$ cat config.mk
export PLATFORM = sky130hd
export DESIGN_NAME = deadline_timer_queue
export DESIGN_NICKNAME = d
export VERILOG_FILES = /design/src/design/dtq_pkg.sv /design/src/design/dtq_ram.sv /design/src/design/dtq_scan.sv /design/src/design/deadline_timer_queue.sv
export SDC_FILE = /design/constraint.sdc
export NUM_CORES = 2
export LEC_CHECK = 0
export BUFFER_PORTS_ARGS = -buffer_cell sky130_fd_sc_hd__buf_4
export CAP_MARGIN = 20
export CORE_MARGIN = 5
export CORE_UTILIZATION = 30
export DETAILED_ROUTE_END_ITERATION = 6
export GPL_TIMING_DRIVEN = 1
export PLACE_DENSITY = 0.48
export SETUP_SLACK_MARGIN = 0.1
export SLEW_MARGIN = 20
export SYNTH_ARGS = -nofsm -noshare
export SYNTH_HDL_FRONTEND = slang
export SYNTH_SLANG_ARGS = --single-unit
$ cat constraint.sdc
create_clock -name i_clk -period 4.16 [get_ports i_clk]
set_input_delay 1.04 -clock i_clk [delete_from_list [all_inputs] [get_ports i_clk]]
set_output_delay 1.04 -clock i_clk [all_outputs]
set_load 0.005 [all_outputs]
$ cat src/design/dtq_pkg.sv
package dtq_pkg;

    // Slot store geometry.
    localparam int TIMER_SLOTS = 32;
    localparam int SLOT_W      = $clog2(TIMER_SLOTS);
    localparam int CNT_W       = $clog2(TIMER_SLOTS + 1);
    localparam int DL_W        = 48;
    localparam int NOW_W       = 47;
    localparam int DELAY_W     = 32;
    localparam int LIMIT_W     = 7;

    // Port field widths.
    localparam int OP_W     = 2;
    localparam int KIND_W   = 2;
    localparam int OSLOT_W  = 5;
    localparam int OCOUNT_W = 6;
    localparam int LEFT_W   = 32;

    localparam logic [LIMIT_W-1:0] RUN_LIMIT_RESET = LIMIT_W'(64);
    localparam logic [LEFT_W-1:0]  LEFT_MAX        = 32'h7FFF_FFFF;
    localparam logic [LEFT_W-1:0]  LEFT_NONE       = 32'hFFFF_FFFF;

    // Operation codes.
    localparam logic [OP_W-1:0] OP_ADD    = 2'd0;
    localparam logic [OP_W-1:0] OP_DELETE = 2'd1;
    localparam logic [OP_W-1:0] OP_RUN    = 2'd2;
    localparam logic [OP_W-1:0] OP_QUERY  = 2'd3;

    // Result kinds.
    localparam logic [KIND_W-1:0] KIND_ACK      = 2'd0;
    localparam logic [KIND_W-1:0] KIND_EXPIRED  = 2'd1;
    localparam logic [KIND_W-1:0] KIND_RUN_DONE = 2'd2;
    localparam logic [KIND_W-1:0] KIND_QUERY    = 2'd3;

    // Running minimum kept by the scan unit.
    typedef struct packed {
        logic              found;
        logic [SLOT_W-1:0] idx;
        logic [DL_W-1:0]   dl;
    } t_best;

endpackage

$ cat src/design/dtq_ram.sv
module dtq_ram #(
    parameter int WIDTH = 8,
    parameter int DEPTH = 32
) (
    input  logic                     i_clk,
    input  logic                     i_we,
    input  logic [$clog2(DEPTH)-1:0] i_waddr,
    input  logic [WIDTH-1:0]         i_wdata,
    input  logic [$clog2(DEPTH)-1:0] i_raddr,
    output logic [WIDTH-1:0]         o_rdata
);

    logic [WIDTH-1:0] r_mem [DEPTH];
    logic [WIDTH-1:0] r_rdata;

    // One write port and one registered read port.
    always_ff @(posedge i_clk) begin
        if (i_we) begin
            r_mem[i_waddr] <= i_wdata;
        end
        r_rdata <= r_mem[i_raddr];
    end

    assign o_rdata = r_rdata;

endmodule

$ cat src/design/dtq_scan.sv
module dtq_scan (
    input  logic                       i_clk,
    input  logic                       i_rst_n,
    input  logic                       i_clear,
    input  logic                       i_sample,
    input  logic [dtq_pkg::SLOT_W-1:0] i_idx,
    input  logic [dtq_pkg::DL_W-1:0]   i_dl,
    output dtq_pkg::t_best             o_best
);

    dtq_pkg::t_best r_best;

    // Slots arrive in ascending order, so a strict compare keeps the lower slot on ties.
    always_ff @(posedge i_clk) begin
        if (!i_rst_n) begin
            r_best.found <= 1'b0;
        end else if (i_clear) begin
            r_best.found <= 1'b0;
        end else if (i_sample && (!r_best.found || i_dl < r_best.dl)) begin
            r_best.found <= 1'b1;
            r_best.idx   <= i_idx;
            r_best.dl    <= i_dl;
        end
    end

    assign o_best = r_best;

endmodule

$ cat src/design/deadline_timer_queue.sv
// Deadline timer queue: a set of timer slots with absolute deadlines in ms.
// Input channel (i_valid/o_ready) carries one operation per transaction: add
// or update a slot, delete a slot, run expiries, or query the earliest deadline.
// Output channel (o_valid/i_ready) returns the results; o_last marks the final
// result of each operation. A run returns one result per expired slot and then
// a run-finished result with the count.
// One operation is worked at a time; o_ready is high only between operations.
// Add and delete: the execute state updates the slot and loads the acknowledge.
// Query and each run step: the deadline memory is swept through its single
// read port, one slot per cycle; a drain state for the registered read and
// a decide state follow before each result is loaded.
// A single output register holds each result; when the receiver stalls, the
// block waits with the next result until that register is taken.
// The run limit register is written through i_cfg_we/i_cfg_run_limit; a zero
// write is ignored. Reset disarms all slots, clears the armed count and sets
// the run limit to 64. Deadline entries need no clearing pass since only
// armed slots are ever sampled.
module deadline_timer_queue (
    input  logic                          i_clk,
    input  logic                          i_rst_n,
    input  logic                          i_cfg_we,
    input  logic [dtq_pkg::LIMIT_W-1:0]   i_cfg_run_limit,
    input  logic                          i_valid,
    output logic                          o_ready,
    input  logic [dtq_pkg::OP_W-1:0]      i_operation,
    input  logic [4:0]                    i_timer_slot,
    input  logic [dtq_pkg::DELAY_W-1:0]   i_delay_ms,
    input  logic [dtq_pkg::NOW_W-1:0]     i_now_ms,
    output logic                          o_valid,
    input  logic                          i_ready,
    output logic [dtq_pkg::KIND_W-1:0]    o_kind,
    output logic [dtq_pkg::OSLOT_W-1:0]   o_expired_slot,
    output logic [dtq_pkg::OCOUNT_W-1:0]  o_expired_count,
    output logic signed [dtq_pkg::LEFT_W-1:0] o_time_left,
    output logic [dtq_pkg::OCOUNT_W-1:0]  o_active_count,
    output logic                          o_last
);

    localparam int SLOTS  = dtq_pkg::TIMER_SLOTS;
    localparam int SLOT_W = dtq_pkg::SLOT_W;
    localparam int CNT_W  = dtq_pkg::CNT_W;
    localparam int DL_W   = dtq_pkg::DL_W;

    typedef enum logic [2:0] {
        S_IDLE,
        S_EXEC,
        S_SCAN,
        S_DRAIN,
        S_DECIDE
    } t_state;

    t_state r_state;

    // Latched transaction.
    logic [dtq_pkg::OP_W-1:0]    r_op;
    logic [4:0]                  r_slot;
    logic [dtq_pkg::DELAY_W-1:0] r_delay;
    logic [dtq_pkg::NOW_W-1:0]   r_now;

    // Sweep and bookkeeping.
    logic [SLOT_W-1:0]           r_idx;
    logic                        r_rd_valid;
    logic [SLOT_W-1:0]           r_rd_idx;
    logic [CNT_W-1:0]            r_cnt;
    logic [CNT_W-1:0]            r_total;
    logic [SLOTS-1:0]            r_armed;
    logic [dtq_pkg::LIMIT_W-1:0] r_run_limit;

    // Output register.
    logic                           r_o_valid;
    logic [dtq_pkg::KIND_W-1:0]     r_o_kind;
    logic [dtq_pkg::OSLOT_W-1:0]    r_o_slot;
    logic [dtq_pkg::OCOUNT_W-1:0]   r_o_count;
    logic [dtq_pkg::LEFT_W-1:0]     r_o_left;
    logic [dtq_pkg::OCOUNT_W-1:0]   r_o_active;
    logic                           r_o_last;

    logic              out_free;
    logic              out_load;
    logic              slot_ok;
    logic [SLOT_W-1:0] slot_a;
    logic              ram_we;
    logic [DL_W-1:0]   ram_wdata;
    logic [DL_W-1:0]   ram_rdata;
    logic              scan_clear;
    logic              scan_sample;
    dtq_pkg::t_best    best;
    logic              due;
    logic              limit_ok;
    logic              expire;
    logic [DL_W-1:0]   diff;
    logic [dtq_pkg::LEFT_W-1:0] left;
    logic              add_new;
    logic              del_hit;

    // Decode of the latched transaction.
    always_comb begin
        out_free    = !r_o_valid || i_ready;
        out_load    = out_free && (((r_state == S_EXEC) && ((r_op == dtq_pkg::OP_ADD) ||
                      (r_op == dtq_pkg::OP_DELETE))) || (r_state == S_DECIDE));
        slot_ok     = (32'(r_slot) < SLOTS);
        slot_a      = SLOT_W'(r_slot);
        add_new     = (r_op == dtq_pkg::OP_ADD) && slot_ok && !r_armed[slot_a];
        del_hit     = (r_op == dtq_pkg::OP_DELETE) && slot_ok && r_armed[slot_a];
        ram_we      = (r_state == S_EXEC) && out_free && (r_op == dtq_pkg::OP_ADD) && slot_ok;
        ram_wdata   = DL_W'(r_now) + DL_W'(r_delay);
        // The swept minimum is kept until its result has been loaded.
        scan_clear  = (r_state == S_EXEC) || ((r_state == S_DECIDE) && out_free);
        scan_sample = r_rd_valid && r_armed[r_rd_idx];
    end

    // Verdict on the swept minimum.
    always_comb begin
        due      = best.found && (best.dl <= DL_W'(r_now));
        limit_ok = (32'(r_cnt) < 32'(r_run_limit)) && (32'(r_cnt) < SLOTS);
        expire   = (r_op == dtq_pkg::OP_RUN) && limit_ok && due;
        diff     = best.dl - DL_W'(r_now);
        if (!best.found) begin
            left = dtq_pkg::LEFT_NONE;
        end else if (due) begin
            left = '0;
        end else if (diff > DL_W'(dtq_pkg::LEFT_MAX)) begin
            left = dtq_pkg::LEFT_MAX;
        end else begin
            left = diff[dtq_pkg::LEFT_W-1:0];
        end
    end

    dtq_ram #(
        .WIDTH (DL_W),
        .DEPTH (SLOTS)
    ) u_deadline_ram (
        .i_clk   (i_clk),
        .i_we    (ram_we),
        .i_waddr (slot_a),
        .i_wdata (ram_wdata),
        .i_raddr (r_idx),
        .o_rdata (ram_rdata)
    );

    dtq_scan u_scan (
        .i_clk    (i_clk),
        .i_rst_n  (i_rst_n),
        .i_clear  (scan_clear),
        .i_sample (scan_sample),
        .i_idx    (r_rd_idx),
        .i_dl     (ram_rdata),
        .o_best   (best)
    );

    // Controller, armed flags and output register.
    always_ff @(posedge i_clk) begin
        if (!i_rst_n) begin
            r_state     <= S_IDLE;
            r_armed     <= '0;
            r_total     <= '0;
            r_run_limit <= dtq_pkg::RUN_LIMIT_RESET;
            r_o_valid   <= 1'b0;
            r_rd_valid  <= 1'b0;
        end else begin
            if (i_cfg_we && (i_cfg_run_limit != '0)) begin
                r_run_limit <= i_cfg_run_limit;
            end
            r_rd_valid <= (r_state == S_SCAN);
            r_rd_idx   <= r_idx;
            if (out_load) begin
                r_o_valid <= 1'b1;
            end else if (i_ready) begin
                r_o_valid <= 1'b0;
            end

            case (r_state)
                S_IDLE: begin
                    if (i_valid) begin
                        r_op    <= i_operation;
                        r_slot  <= i_timer_slot;
                        r_delay <= i_delay_ms;
                        r_now   <= i_now_ms;
                        r_state <= S_EXEC;
                    end
                end
                S_EXEC: begin
                    if (r_op == dtq_pkg::OP_ADD || r_op == dtq_pkg::OP_DELETE) begin
                        if (out_free) begin
                            if (add_new) begin
                                r_armed[slot_a] <= 1'b1;
                                r_total         <= r_total + 1'b1;
                            end else if (del_hit) begin
                                r_armed[slot_a] <= 1'b0;
                                r_total         <= r_total - 1'b1;
                            end
                            r_o_kind   <= dtq_pkg::KIND_ACK;
                            r_o_slot   <= '0;
                            r_o_count  <= '0;
                            r_o_left   <= '0;
                            r_o_active <= dtq_pkg::OCOUNT_W'(add_new ? r_total + 1'b1 :
                                          del_hit ? r_total - 1'b1 : r_total);
                            r_o_last   <= 1'b1;
                            r_state    <= S_IDLE;
                        end
                    end else begin
                        r_idx   <= '0;
                        r_cnt   <= '0;
                        r_state <= S_SCAN;
                    end
                end
                S_SCAN: begin
                    if (r_idx == SLOT_W'(SLOTS - 1)) begin
                        r_state <= S_DRAIN;
                    end else begin
                        r_idx <= r_idx + 1'b1;
                    end
                end
                S_DRAIN: begin
                    r_state <= S_DECIDE;
                end
                S_DECIDE: begin
                    if (out_free) begin
                        if (r_op == dtq_pkg::OP_QUERY) begin
                            r_o_kind   <= dtq_pkg::KIND_QUERY;
                            r_o_slot   <= '0;
                            r_o_count  <= '0;
                            r_o_left   <= left;
                            r_o_active <= dtq_pkg::OCOUNT_W'(r_total);
                            r_o_last   <= 1'b1;
                            r_state    <= S_IDLE;
                        end else if (expire) begin
                            // Disarm the earliest due slot and sweep again.
                            r_armed[best.idx] <= 1'b0;
                            r_total           <= r_total - 1'b1;
                            r_cnt             <= r_cnt + 1'b1;
                            r_o_kind          <= dtq_pkg::KIND_EXPIRED;
                            r_o_slot          <= dtq_pkg::OSLOT_W'(best.idx);
                            r_o_count         <= '0;
                            r_o_left          <= '0;
                            r_o_active        <= dtq_pkg::OCOUNT_W'(r_total - 1'b1);
                            r_o_last          <= 1'b0;
                            r_idx             <= '0;
                            r_state           <= S_SCAN;
                        end else begin
                            r_o_kind   <= dtq_pkg::KIND_RUN_DONE;
                            r_o_slot   <= '0;
                            r_o_count  <= dtq_pkg::OCOUNT_W'(r_cnt);
                            r_o_left   <= '0;
                            r_o_active <= dtq_pkg::OCOUNT_W'(r_total);
                            r_o_last   <= 1'b1;
                            r_state    <= S_IDLE;
                        end
                    end
                end
                default: begin
                    r_state <= S_IDLE;
                end
            endcase
        end
    end

    assign o_ready         = (r_state == S_IDLE);
    assign o_valid         = r_o_valid;
    assign o_kind          = r_o_kind;
    assign o_expired_slot  = r_o_slot;
    assign o_expired_count = r_o_count;
    assign o_time_left     = r_o_left;
    assign o_active_count  = r_o_active;
    assign o_last          = r_o_last;

endmodule

==> run_results.csv <==
group,metric,value,unit
yosys,synth-seq-area-share,71.65,%
route,via_per_inst,5.142,
final_layout,area_delta_synth_final,19.36,%
clock_tree,cts_buffers,192,
floorplanning,coreArea,251400,µm²
clock_tree,clkSlewWorstSetupHoldPaths,0.06,ns
clock_tree,clkSinkCount,1842,
critical_path,cp_max_fo,15,
yosys,syn_area,75820,µm²
sta,rsz0062_at_grt,"yes",
final_layout,mostFrequentLayoutCell,"edfxtp_1",
run_status,outcome,"complete, no violations",
final_layout,fin_nets,4585,
yosys,ys_types,76,
clock_tree,root_buffer,"clkbuf_16",
sta,period_share,96.60,%
critical_path,critPathKind,"reg -> reg",
power,power_density,466.3,nW/µm²
floorplanning,fp.dieH,512.7,µm
clock_tree,cts_buffer_depth,3,
global_route,grt_pass1_wl,324000,µm
sta,period_needed,4.018,ns
global_route,grt_max_degree,87,
sta,setup_viol,0,
sta,relSlewSlack,30.14,%
sta,worst_clock_skew,0.03986,ns
sta,drv_slew,0,
route,drtIter0Drc,3904,
power,irDropWorstVdd,0.5182,mV
critical_path,cp-end-kind,"flip-flop",
yosys,synth_edf_count,1743,
route,first_pass_iters,5,
floorplanning,dieArea,262900,µm²
critical_path,required,4.74,ns
placement,place.gp.congestion,0.8317,
final_layout,final_cell_mix,"edfxtp_1, mux4_2, buf_4, clkbuf_16, a21oi_1",
floorplanning,start_util,30.16,%
min_path,hp-class,"in -> reg",
clock_tree,cts_tree,"done",
route,drc,0,
floorplanning,die_x,512.7,µm
placement,io_buffers,151,
route,wire_per_inst,29.32,µm
route,num_vias,40451,
yosys,avgSynthCellArea,19.10,µm²
route,antenna_left,0,
clock_tree,insertion_delay,0.85,ns
critical_path,crit_arrival,4.60,ns
final_layout,layout-drive-gt1-share,30.35,%
placement,dp_hpwl,129600,µm
flow_run,maxCapViolCount,0,
yosys,synth_nets,4206,
yosys,synth_cells,3970,
global_route,grt.overflow.total,0,
global_route,grt_pass1_vias,40890,
sta,worst_slew_pin_slew,1.048,ns
sta,finalHoldViolCount,0,
route,wirelength,230700,µm
yosys,ys.flop_type,"edfxtp_1",
critical_path,cp-start-kind,"flip-flop",
sta,max_freq,0.2489,GHz
power,p_leak,29.65,nW
global_route,globalRouteTotalUtil,17.23,%
global_route,antenna_found_initial,4,
clock_tree,cts_max_level,4,
floorplanning,rows,184,
final_layout,final_util,36.00,%
floorplanning,io_pins,152,
power,total_power,42.20,mW
yosys,synth-seq-cells,1842,
yosys,synth-async-reset-ratio,0,%
yosys,yosysWarnings,0,
==> sequential cells by signal, indices dropped and copies added, names as in the netlist, named ones only <==
register,count
u_deadline_ram.r_mem,1536
u_scan.o_best,54
u_deadline_ram.o_rdata,48
r_now,47
o_time_left,32
r_delay,32
r_run_limit,7
o_active_count,6
o_expired_count,6
r_cnt,6
r_total,6
o_expired_slot,5
r_idx,5
r_rd_idx,5
r_slot,5
r_state,3
o_kind,2
r_op,2
o_last,1
o_valid,1
r_rd_valid,1
==> layer usage <==
layer  vias to the layer above  global-route usage (%)  wire length [µm]
met5                         -                       0                 0
met4                         0                   4.758              5731
met3                       272                   2.251             11090
met2                      1254                   28.29            111600
met1                     21948                   24.16            102300
li1                      16977                       -                 -
==> worst paths after layout <==
check                                                endpoint                               from  depth (start not counted)  slack, ns
worst min register to register     u_scan.o_best[6]$_DFFE_PP_  u_deadline_ram.o_rdata[6]$_DFF_P_                          0       0.44
worst max register to register  o_time_left[30]$_SDFFCE_PN0P_                r_now[14]$_DFFE_PP_                         15       0.14
worst min-delay path                     r_delay[2]$_DFFE_PP_                      i_delay_ms[2]                          1       0.37
worst max-delay path            o_time_left[30]$_SDFFCE_PN0P_                r_now[14]$_DFFE_PP_                         15       0.14
==> cells by family (layout without fill, tap and decap cells) <==
logic type	after synthesis	count (layout)	share of synthesized area, %
flops	1842	1842	71.65
compound gates	515	515	4.388
simple gates	506	506	3.357
mux	552	552	15.59
other cells	0	2	0
fa+ha+maj	138	138	2.297
xor+xnor	93	93	1.074
buf+inv	324	871	1.649
==> critical path, cell delays in order, from the launching register on <==
cell and delay (ns):
edfxtp_1 0.56, inv_1 0.09, ha_2 0.36, a21o_1 0.22, a31oi_2 0.26, o221ai_1 0.17
o21bai_1 0.24, nand3_2 0.15, o2111a_1 0.27, a211o_1 0.25, nor4_2 0.22, nand4_1 0.18
a2111oi_4 0.23, buf_6 0.17, bufbuf_16 0.29, a21oi_2 0.06
==> what timing repair did <==
action                                  in CTS  in global routing
gates resized for setup                     23                 38
endpoints found under the setup margin     101                396
hold buffers                                 0                  0
pin swaps                                    3                 15
gates cloned                                 1                  0
buffers inserted                             4                 11
==> synth_stat cells, drive strengths merged, types with 38 or more instances <==
cell    count  share of area (%)
inv       130               0.64
edfxtp   1743                 69
mux4      498                 15
ha        136                2.2
dfxtp      99                2.6
clkbuf    148               0.73
a21boi     44               0.44
a21o       59               0.58
xnor2      63               0.73
a21oi     196                1.3
buf        46               0.27
o31ai      38               0.38
mux2       49               0.73
nand4      38               0.31
o21ai      72               0.48
nand2     133               0.66
nor2      117               0.58
==> where the power goes <==
group / internal, mW / switching (mW) / total [mW] / leakage (nW)
logic: 1.27 / 2.02 / 3.29 / 9.86
registers: 21.0 / 0.188 / 21.2 / 16.6
clock network: 10.3 / 7.42 / 17.7 / 3.18
==> cell type report <==
class                      instances  area, µm²
clock inverter                   113       1315
inverter                         130      488.0
fill                           23390     160900
sequential                      1842      54320
multi-input combinational       1804      21100
clock buffer                     249       5201
antenna                            2      5.005
tap                             3348       4189
timing repair buffer             379       3875
==> through the flow <==
| stage | setup TNS, ns | hold WS, ns | instance area [µm²] | cells | setup WS (ns) |
|---|---|---|---|---|---|
| CTS | 0 | 0.2739 | 90230 | 7854 | 0.1037 |
| floorplan | -148.58 | 0.3995 | 75820 | 3970 | -0.1175 |
| detailed placement | -0.004247 | 0.4254 | 83580 | 7487 | -0.004247 |
| global placement | -0.1718 | 0.4243 | 83570 | 7487 | -0.01552 |
| global route | 0 | 0.3062 | 90500 | 7866 | 0.05231 |
| finish | 0 | 0.3660 | 90500 | 7867 | 0.1415 |
Note: power is estimated with default switching activity, not from simulation.
